==> src/hdl/pale_pkg.sv <==
// ----------------------------------------------------------------------------
// pale_pkg: shared types and constants of the positional array list engine
// Holds the list geometry, opcode and status codes, and the command and
// status groups between the controller and the datapath.
// ----------------------------------------------------------------------------
package pale_pkg;

  // list geometry
  localparam int unsigned DEPTH  = 16;
  localparam int unsigned IDX_W  = $clog2(DEPTH);
  localparam int unsigned CNT_W  = $clog2(DEPTH + 1);
  localparam int unsigned CMP_W  = CNT_W + 1;

  // fixed field widths
  localparam int unsigned OP_W   = 3;
  localparam int unsigned POS_W  = 5;
  localparam int unsigned DATA_W = 32;
  localparam int unsigned FIDX_W = 4;
  localparam int unsigned CAP_W  = 5;
  localparam int unsigned ST_W   = 2;

  // register reset value of max_entries
  localparam logic [CAP_W-1:0] CAP_RESET = CAP_W'(16);

  // opcodes
  typedef enum logic [OP_W-1:0] {
    OP_GET    = 3'd0,
    OP_LOCATE = 3'd1,
    OP_INSERT = 3'd2,
    OP_DELETE = 3'd3,
    OP_RANGE  = 3'd4
  } op_e;

  // result status codes
  typedef enum logic [ST_W-1:0] {
    ST_OK       = 2'd0,
    ST_RANGE    = 2'd1,
    ST_FULL     = 2'd2,
    ST_NOTFOUND = 2'd3
  } status_e;

  // controller states
  typedef enum logic [2:0] {
    S_IDLE,
    S_CHECK,
    S_FETCH,
    S_SETUP,
    S_COPY,
    S_PUTV,
    S_DONE
  } state_e;

  // datapath commands
  typedef enum logic [2:0] {
    DP_NOP,
    DP_LOAD,
    DP_FETCH,
    DP_SETUP,
    DP_RUN,
    DP_PUTV,
    DP_FINISH
  } dp_cmd_e;

  // controller to datapath
  typedef struct packed {
    dp_cmd_e cmd;
    status_e status;
  } ctl_t;

  // datapath to controller
  typedef struct packed {
    logic [OP_W-1:0] op;
    logic            pos_ok;
    logic            ins_ok;
    logic            range_ok;
    logic            full;
    logic            run_done;
    logic            match;
    logic            out_busy;
  } dp_sts_t;

endpackage

==> src/hdl/pale_ctrl.sv <==
// ----------------------------------------------------------------------------
// pale_ctrl: operation sequencer
// Decodes the latched item, checks bounds through datapath status, and
// steps the datapath through fetch, copy/scan, value write and result load.
// ----------------------------------------------------------------------------
module pale_ctrl import pale_pkg::*; (
  input  logic    clk_i,
  input  logic    rst_ni,
  input  logic    in_valid_i,
  output logic    in_stall_o,
  input  dp_sts_t sts_i,
  output ctl_t    ctl_o
);

  state_e  state_q, state_d;
  status_e status_q, status_d;

  // state and status registers
  always_ff @(posedge clk_i or negedge rst_ni) begin
    if (!rst_ni) begin
      state_q  <= S_IDLE;
      status_q <= ST_OK;
    end else begin
      state_q  <= state_d;
      status_q <= status_d;
    end
  end

  // next state
  always_comb begin
    state_d  = state_q;
    status_d = status_q;
    unique case (state_q)
      S_IDLE: begin
        if (in_valid_i) state_d = S_CHECK;
      end
      S_CHECK: begin
        status_d = ST_OK;
        state_d  = S_DONE;
        case (sts_i.op)
          OP_GET, OP_DELETE: begin
            if (sts_i.pos_ok) state_d = S_FETCH;
            else status_d = ST_RANGE;
          end
          OP_LOCATE: state_d = S_COPY;
          OP_INSERT: begin
            if (sts_i.full) status_d = ST_FULL;
            else if (sts_i.ins_ok) state_d = S_COPY;
            else status_d = ST_RANGE;
          end
          OP_RANGE: begin
            if (sts_i.range_ok) state_d = S_COPY;
            else status_d = ST_RANGE;
          end
          default: status_d = ST_RANGE;
        endcase
      end
      S_FETCH: begin
        if (sts_i.run_done) begin
          state_d = (sts_i.op == OP_GET) ? S_DONE : S_SETUP;
        end
      end
      S_SETUP: state_d = S_COPY;
      S_COPY: begin
        if (sts_i.op == OP_LOCATE && sts_i.match) begin
          state_d = S_DONE;
        end else if (sts_i.run_done) begin
          if (sts_i.op == OP_LOCATE) begin
            status_d = ST_NOTFOUND;
            state_d  = S_DONE;
          end else if (sts_i.op == OP_INSERT) begin
            state_d = S_PUTV;
          end else begin
            state_d = S_DONE;
          end
        end
      end
      S_PUTV: state_d = S_DONE;
      S_DONE: begin
        if (!sts_i.out_busy) state_d = S_IDLE;
      end
      default: state_d = S_IDLE;
    endcase
  end

  // command outputs
  always_comb begin
    ctl_o.cmd    = DP_NOP;
    ctl_o.status = status_q;
    in_stall_o   = 1'b1;
    unique case (state_q)
      S_IDLE: begin
        in_stall_o = 1'b0;
        if (in_valid_i) ctl_o.cmd = DP_LOAD;
      end
      S_CHECK: begin
        case (sts_i.op)
          OP_GET, OP_DELETE: begin
            if (sts_i.pos_ok) ctl_o.cmd = DP_FETCH;
          end
          OP_LOCATE: ctl_o.cmd = DP_SETUP;
          OP_INSERT: begin
            if (!sts_i.full && sts_i.ins_ok) ctl_o.cmd = DP_SETUP;
          end
          OP_RANGE: begin
            if (sts_i.range_ok) ctl_o.cmd = DP_SETUP;
          end
          default: ctl_o.cmd = DP_NOP;
        endcase
      end
      S_FETCH: ctl_o.cmd = DP_RUN;
      S_SETUP: ctl_o.cmd = DP_SETUP;
      S_COPY:  ctl_o.cmd = DP_RUN;
      S_PUTV:  ctl_o.cmd = DP_PUTV;
      S_DONE: begin
        if (!sts_i.out_busy) ctl_o.cmd = DP_FINISH;
      end
      default: ctl_o.cmd = DP_NOP;
    endcase
  end

endmodule

==> src/hdl/pale_dpath.sv <==
// ----------------------------------------------------------------------------
// pale_dpath: list storage and move engine
// Entry memory with registered read, item latch, bound checks, a pointer
// based copy/scan engine that moves one entry per cycle, and result register.
// ----------------------------------------------------------------------------
module pale_dpath import pale_pkg::*; (
  input  logic                     clk_i,
  input  logic                     rst_ni,
  input  ctl_t                     ctl_i,
  output dp_sts_t                  sts_o,
  input  logic [CAP_W-1:0]         cap_i,
  input  logic [OP_W-1:0]          opcode_i,
  input  logic [POS_W-1:0]         first_pos_i,
  input  logic [POS_W-1:0]         last_pos_i,
  input  logic signed [DATA_W-1:0] value_i,
  output logic                     out_valid_o,
  input  logic                     out_stall_i,
  output logic [ST_W-1:0]          status_o,
  output logic signed [DATA_W-1:0] read_value_o,
  output logic [FIDX_W-1:0]        found_index_o,
  output logic [POS_W-1:0]         list_length_o
);

  logic [DATA_W-1:0] mem [DEPTH];

  // latched item
  logic [OP_W-1:0]   op_q;
  logic [POS_W-1:0]  p_q, q_q;
  logic [DATA_W-1:0] v_q;

  // list length
  logic [CNT_W-1:0]  count_q, count_d;

  // move engine
  logic [IDX_W-1:0]  src_q, src_d, dst_q, dst_d, tag_q;
  logic [CNT_W-1:0]  left_q, left_d;
  logic              desc_q, desc_d;
  logic              pend_q, pend_d;
  logic [DATA_W-1:0] rd_data_q, hold_q;

  // result register
  logic                     out_valid_q;
  logic [ST_W-1:0]          status_q;
  logic [DATA_W-1:0]        rdval_q;
  logic [FIDX_W-1:0]        fidx_q;
  logic [POS_W-1:0]         len_q;

  logic [CMP_W-1:0] p_x, q_x, cnt_x, cap_x;
  logic             p_pos, mutating, match, rd_issue;
  logic             mem_we;
  logic [IDX_W-1:0] mem_waddr;
  logic [DATA_W-1:0] mem_wdata;

  // bound checks on the latched item
  assign p_x   = CMP_W'(p_q);
  assign q_x   = CMP_W'(q_q);
  assign cnt_x = CMP_W'(count_q);
  assign cap_x = (CMP_W'(cap_i) > CMP_W'(DEPTH)) ? CMP_W'(DEPTH) : CMP_W'(cap_i);
  assign p_pos = (p_q != '0);

  assign mutating = (op_q == OP_INSERT) || (op_q == OP_DELETE) || (op_q == OP_RANGE);
  assign match    = pend_q && (op_q == OP_LOCATE) && (rd_data_q == v_q);

  assign sts_o.op       = op_q;
  assign sts_o.pos_ok   = p_pos && (p_x <= cnt_x);
  assign sts_o.ins_ok   = p_pos && (p_x <= cnt_x + CMP_W'(1));
  assign sts_o.range_ok = p_pos && (p_x <= q_x) && (q_x <= cnt_x);
  assign sts_o.full     = (cnt_x >= cap_x);
  assign sts_o.run_done = (left_q == '0) && !pend_q;
  assign sts_o.match    = match;
  assign sts_o.out_busy = out_valid_q && out_stall_i;

  // read issue: one entry per cycle, held once a search hits
  assign rd_issue = (ctl_i.cmd == DP_RUN) && (left_q != '0) && !match;

  // memory write select: moved entry or inserted value
  always_comb begin
    mem_we    = 1'b0;
    mem_waddr = dst_q;
    mem_wdata = rd_data_q;
    if (ctl_i.cmd == DP_RUN && pend_q && mutating) begin
      mem_we = 1'b1;
    end else if (ctl_i.cmd == DP_PUTV) begin
      mem_we    = 1'b1;
      mem_waddr = IDX_W'(p_q - POS_W'(1));
      mem_wdata = v_q;
    end
  end

  // entry memory, registered read
  always_ff @(posedge clk_i) begin
    if (mem_we) mem[mem_waddr] <= mem_wdata;
    if (rd_issue) begin
      rd_data_q <= mem[src_q];
      tag_q     <= src_q;
    end
  end

  // pointer engine next values
  always_comb begin
    src_d  = src_q;
    dst_d  = dst_q;
    left_d = left_q;
    desc_d = desc_q;
    pend_d = 1'b0;
    case (ctl_i.cmd)
      DP_FETCH: begin
        src_d  = IDX_W'(p_q - POS_W'(1));
        // drain cycle of a delete writes the fetched entry back in place
        dst_d  = IDX_W'(p_q - POS_W'(1));
        left_d = CNT_W'(1);
        desc_d = 1'b0;
      end
      DP_SETUP: begin
        desc_d = 1'b0;
        case (op_q)
          OP_LOCATE: begin
            src_d  = '0;
            left_d = count_q;
          end
          OP_INSERT: begin
            src_d  = IDX_W'(count_q - CNT_W'(1));
            dst_d  = IDX_W'(count_q);
            left_d = count_q - CNT_W'(p_q) + CNT_W'(1);
            desc_d = 1'b1;
          end
          OP_DELETE: begin
            src_d  = IDX_W'(p_q);
            dst_d  = IDX_W'(p_q - POS_W'(1));
            left_d = count_q - CNT_W'(p_q);
          end
          default: begin
            src_d  = IDX_W'(q_q);
            dst_d  = IDX_W'(p_q - POS_W'(1));
            left_d = count_q - CNT_W'(q_q);
          end
        endcase
      end
      DP_RUN: begin
        if (rd_issue) begin
          src_d  = desc_q ? src_q - IDX_W'(1) : src_q + IDX_W'(1);
          left_d = left_q - CNT_W'(1);
          pend_d = 1'b1;
        end
        if (pend_q && mutating) begin
          dst_d = desc_q ? dst_q - IDX_W'(1) : dst_q + IDX_W'(1);
        end
      end
      default: ;
    endcase
  end

  // length after a successful operation
  always_comb begin
    count_d = count_q;
    if (ctl_i.cmd == DP_FINISH && ctl_i.status == ST_OK) begin
      case (op_q)
        OP_INSERT: count_d = count_q + CNT_W'(1);
        OP_DELETE: count_d = count_q - CNT_W'(1);
        OP_RANGE:  count_d = count_q - CNT_W'(q_q) + CNT_W'(p_q) - CNT_W'(1);
        default:   count_d = count_q;
      endcase
    end
  end

  // control registers
  always_ff @(posedge clk_i or negedge rst_ni) begin
    if (!rst_ni) begin
      count_q     <= '0;
      left_q      <= '0;
      pend_q      <= 1'b0;
      desc_q      <= 1'b0;
      out_valid_q <= 1'b0;
    end else begin
      count_q <= count_d;
      left_q  <= left_d;
      pend_q  <= pend_d;
      desc_q  <= desc_d;
      if (ctl_i.cmd == DP_FINISH) out_valid_q <= 1'b1;
      else if (!out_stall_i)      out_valid_q <= 1'b0;
    end
  end

  // payload registers
  always_ff @(posedge clk_i) begin
    src_q <= src_d;
    dst_q <= dst_d;
    if (ctl_i.cmd == DP_LOAD) begin
      op_q <= opcode_i;
      p_q  <= first_pos_i;
      q_q  <= last_pos_i;
      v_q  <= value_i;
    end
    // keep the removed entry before the gap is closed
    if (ctl_i.cmd == DP_SETUP) hold_q <= rd_data_q;
    if (ctl_i.cmd == DP_FINISH) begin
      status_q <= ctl_i.status;
      len_q    <= POS_W'(count_d);
      rdval_q  <= '0;
      fidx_q   <= '0;
      if (ctl_i.status == ST_OK) begin
        if (op_q == OP_GET)    rdval_q <= rd_data_q;
        if (op_q == OP_DELETE) rdval_q <= hold_q;
        if (op_q == OP_LOCATE) fidx_q  <= FIDX_W'(tag_q);
      end
    end
  end

  assign out_valid_o   = out_valid_q;
  assign status_o      = status_q;
  assign read_value_o  = rdval_q;
  assign found_index_o = fidx_q;
  assign list_length_o = len_q;

endmodule

==> src/hdl/positional_array_list_engine_core.sv <==
// Items are handled one at a time: the next item is accepted only after
//   the result of the last one has been loaded into the result register,
//   and the move engine moves one entry per cycle.
// Reset: length 0, max_entries 16, result empty; entries undefined, no clear.
// ----------------------------------------------------------------------------
// positional_array_list_engine_core: top level of the array list engine
// Joins the sequencer and the datapath and holds the max_entries register
// behind the APB-style configuration port.
// ----------------------------------------------------------------------------
module positional_array_list_engine_core import pale_pkg::*; (
  input  logic                     clk_i,
  input  logic                     rst_ni,
  input  logic                     in_valid_i,
  output logic                     in_stall_o,
  input  logic [OP_W-1:0]          opcode_i,
  input  logic [POS_W-1:0]         first_pos_i,
  input  logic [POS_W-1:0]         last_pos_i,
  input  logic signed [DATA_W-1:0] value_i,
  output logic                     out_valid_o,
  input  logic                     out_stall_i,
  output logic [ST_W-1:0]          status_o,
  output logic signed [DATA_W-1:0] read_value_o,
  output logic [FIDX_W-1:0]        found_index_o,
  output logic [POS_W-1:0]         list_length_o,
  input  logic                     psel,
  input  logic                     penable,
  input  logic                     pwrite,
  input  logic [1:0]               paddr,
  input  logic [31:0]              pwdata,
  output logic [31:0]              prdata,
  output logic                     pready
);

  localparam logic [1:0] ADDR_MAX_ENTRIES = 2'd0;

  logic [CAP_W-1:0] cap_q;
  ctl_t             ctl;
  dp_sts_t          sts;

  // configuration register
  always_ff @(posedge clk_i or negedge rst_ni) begin
    if (!rst_ni) begin
      cap_q <= CAP_RESET;
    end else if (psel && penable && pwrite && paddr == ADDR_MAX_ENTRIES) begin
      cap_q <= pwdata[CAP_W-1:0];
    end
  end

  assign pready = 1'b1;
  assign prdata = (paddr == ADDR_MAX_ENTRIES) ? 32'(cap_q) : '0;

  pale_ctrl u_ctrl (
    .clk_i      (clk_i),
    .rst_ni     (rst_ni),
    .in_valid_i (in_valid_i),
    .in_stall_o (in_stall_o),
    .sts_i      (sts),
    .ctl_o      (ctl)
  );

  pale_dpath u_dpath (
    .clk_i         (clk_i),
    .rst_ni        (rst_ni),
    .ctl_i         (ctl),
    .sts_o         (sts),
    .cap_i         (cap_q),
    .opcode_i      (opcode_i),
    .first_pos_i   (first_pos_i),
    .last_pos_i    (last_pos_i),
    .value_i       (value_i),
    .out_valid_o   (out_valid_o),
    .out_stall_i   (out_stall_i),
    .status_o      (status_o),
    .read_value_o  (read_value_o),
    .found_index_o (found_index_o),
    .list_length_o (list_length_o)
  );

endmodule

==> config.mk <==
export PLATFORM = sky130hd
export DESIGN_NAME = positional_array_list_engine_core
export DESIGN_NICKNAME = d
export VERILOG_FILES = /design/src/hdl/pale_pkg.sv /design/src/hdl/pale_ctrl.sv /design/src/hdl/pale_dpath.sv /design/src/hdl/positional_array_list_engine_core.sv
export SDC_FILE = /design/constraint.sdc
export NUM_CORES = 1
export LEC_CHECK = 0
export ABC_AREA = 1
export BUFFER_PORTS_ARGS = -buffer_cell sky130_fd_sc_hd__buf_2
export CAP_MARGIN = 0
export CORE_MARGIN = 1.5
export CORE_UTILIZATION = 25
export CTS_BUF_LIST = sky130_fd_sc_hd__clkbuf_4 sky130_fd_sc_hd__clkbuf_8
export DETAILED_ROUTE_END_ITERATION = 6
export PLACE_DENSITY_LB_ADDON = 0.2
export SYNTH_ARGS = -nofsm -noshare
export SYNTH_HDL_FRONTEND = slang
export SYNTH_SLANG_ARGS = --single-unit
==> constraint.sdc <==
create_clock -name clk_i -period 3.5 [get_ports clk_i]
set_input_delay 0.525 -clock clk_i [delete_from_list [all_inputs] [get_ports clk_i]]
set_output_delay 0.525 -clock clk_i [all_outputs]
set_load 0.05 [all_outputs]
==> impl_metrics.toml <==
[clock_network]
cts.clk_slew.worst_paths_ps = 60
cts_resized = 0
cts_tree = "done"
cts_buffer_depth = 3
clock_sinks = 699
cts_setup_buffers = 0
cts_hold_buf = 48
cts_made_buffers = 114
clk_latency_ps = 750
h-tree-depth = 3
cts_root_buffer = "clkbuf_8"

[routing]
ant_nets = 0
drtIter0Drc = 1664
drc = 0
drt_wl_total_um = 91140
vias = 20170
via_per_inst = 4.703
firstDrtPassIters = 7
wl_per_cell_um = 21.25

[timing]
finalSetupTns_ps = 0
fmax_ghz = 0.3131
min_period_ps = 3194
drv_slew = 0
worst_pin_slew_ps = 1027
rsz0062_at_grt = "no"
setup_viol = 0
max_slew_margin = 0.3150
timing.final.hold_violations = 0
holdWs_ps = 72.67
worst_clock_skew_ps = 41.65
period_share = 0.9126

[yosys]
yosysTopAreaCell = "edfxtp_1"
ys_seq_elements = 699
netlist_area_mm2 = 0.02970
synthTopCellsByArea = "edfxtp_1 (68%), o21ai_0 (5.0%), nor2_1 (4.3%), nand2_1 (3.9%), o221ai_1 (3.0%)"
synth_common_cells = "edfxtp_1 (676), nor2_1 (339), nand2_1 (306)"
synth.most_common_cell = "edfxtp_1"
synth_ff_type = "edfxtp_1"
async_reset_ff_frac = 0.03290
yosysWarningCount = 0
ys_seq_area_frac = 0.7029
synth_top_area_frac = 0.6835
synthCells = 2426
syn_area_per_cell_um2 = 12.24
yosys.cell_types.count = 49
synth_edf_count = 676

[global_routing]
grt_pass1_vias = 20310
overflow = 0
grt_max_degree = 143
grt_pass1_wl_um = 132700
track_usage = 0.1480
grt_antenna_before_repair = 3

[power]
power_density_mw_per_mm2 = 870.1
p_leak_nw = 12.32
vdd_drop_max_v = 0.0007235

[floorplan]
start_util = 0.2519
coreArea_mm2 = 0.1179
die_h_um = 347.7
num_rows = 126
chipWidth_um = 347.7
ios = 164
die_area_mm2 = 0.1209

[placed_design]
postPlaceCellArea_mm2 = 0.03269
gp_congestion = 0.8422
dp_hpwl_um = 52980
port_buffers = 108

[worst_setup_path]
rr_endpoint = "u_dpath.list_length_o[4]"
crit_fanout = 9
cp.required_ps = 3930
path_class = "register to register"
r2r-start = "u_dpath.count_q[2]"
crit_arrival_ps = 3620
ff2ff_path_depth = 14
end_kind = "register"
start_kind = "register"
rrSetupSlack_ps = 310

[worst_hold_path]
hold_depth = 3
worstHoldStart = "pwdata[2]"
whs_endpoint = "cap_q[2]"
hp-class = "primary input to register"

[finish]
nets = 2792
n_fill_cell = 11850
final_util = 0.3010
drive_gt1_frac = 0.1555
syn_to_final_growth_pct = 19.50
post-route-cell-area_mm2 = 0.03549

[status]
status = "finished clean"

[flow_run]
cap_violations = 0
metrics by stage:
| stage | power, mW | setup WS, ps | instances |
|---|---|---|---|
| after CTS | 31.24 | 263.6 | 4288 |
| after detailed placement | 23.76 | 275.2 | 4030 |
| after floorplan | 19.30 | 308.7 | 2452 |
| after global routing | 32.74 | 53.06 | 4289 |
| final | 30.88 | 306.0 | 4289 |
| after global placement | 23.53 | 236.6 | 4030 |
layout by cell type (no fill, tap or decap), drive strengths merged, types with 39 or more instances in the layout:
| cell type | n |
|---|---|
| a21oi | 61 |
| buf | 198 |
| clkbuf | 159 |
| clkinv | 42 |
| dlygate4sd3 | 48 |
| edfxtp | 676 |
| ha | 43 |
| inv | 143 |
| nand2 | 311 |
| nand3 | 82 |
| nor2 | 341 |
| o211ai | 39 |
| o21ai | 305 |
| o221ai | 103 |
per-layer routing:
metal / track usage / part of all wire / vias up
met1: 0.1909 / 0.44 / 10100
met4: 0.05338 / 0.029 / 0
li1: - / - / 9283
met3: 0.02415 / 0.055 / 155
met5: 0 / 0 / -
met2: 0.2498 / 0.48 / 630
state kept, by name, indices dropped and copies added, names as in the netlist, 3 cells and up:
| register | cells |
|---|---|
| u_dpath.list_length_o | 5 |
| u_dpath.rd_data_q | 32 |
| u_ctrl.state_q | 3 |
| u_dpath.q_q | 5 |
| cap_q | 5 |
| u_dpath.p_q | 5 |
| u_dpath.mem | 512 |
| u_dpath.op_q | 3 |
| u_dpath.v_q | 32 |
| u_dpath.src_q | 4 |
| u_dpath.tag_q | 4 |
| u_dpath.hold_q | 32 |
| u_dpath.found_index_o | 4 |
| u_dpath.count_q | 5 |
| u_dpath.dst_q | 4 |
| u_dpath.left_q | 5 |
| u_dpath.read_value_o | 32 |
critical path, stage by stage, from the launching register on:
cell,delay [ps]
dfrtp_1,620
ha_1,340
nand2_1,80
nand2_1,60
a21oi_1,140
xor2_1,250
ha_1,270
inv_1,60
ha_1,260
a21oi_1,170
nand2_1,80
xnor2_1,180
a21oi_1,90
o21ai_0,100
a41oi_1,180
area by class of cell:
type | count | area [um2] | area share
well taps | 1536 | 1922 | 0.05415
flip-flops and latches | 699 | 20880 | 0.5882
diodes | 1 | 2.502 | 0.00007050
clock inverters | 51 | 399.1 | 0.01125
inverters | 140 | 531.8 | 0.01498
repair buffers | 246 | 2022 | 0.05697
multi-input cells | 1457 | 7814 | 0.2202
clock buffers | 159 | 1926 | 0.05425
cells by family after synthesis:
kind of cell / share of synthesized area
DFF: 0.7029
AOI/OAI and AO/OA: 0.1133
buffers and inverters: 0.04183
other: 0.0002529
and+or+nand+nor: 0.1100
xor gates and xnor gates: 0.01032
adders and majority gates: 0.02148
how the worst max path moves through the flow:
| stage | startpoint | endpoint | slack [ps] |
|---|---|---|---|
| floorplan | u_ctrl.state_q[1] | u_dpath.mem[9][0] | 310 |
| finish | u_dpath.count_q[2] | u_dpath.list_length_o[4] | 310 |
| global route | u_dpath.count_q[2] | u_dpath.list_length_o[4] | 50 |
| detailed placement | u_dpath.count_q[2] | u_dpath.list_length_o[4] | 280 |
| CTS | u_dpath.count_q[2] | u_dpath.list_length_o[4] | 260 |
| global placement | u_dpath.count_q[2] | u_dpath.list_length_o[4] | 240 |
where the power goes:
part           internal [mW]  switching [mW]  leakage [nW]  total [mW]
Combinational           3.12            8.07          4.69        11.2
Sequential              11.6           0.764          6.41        12.4
Clock                   4.00            3.31          1.22        7.31
Note: power is estimated with default switching activity, not from simulation.
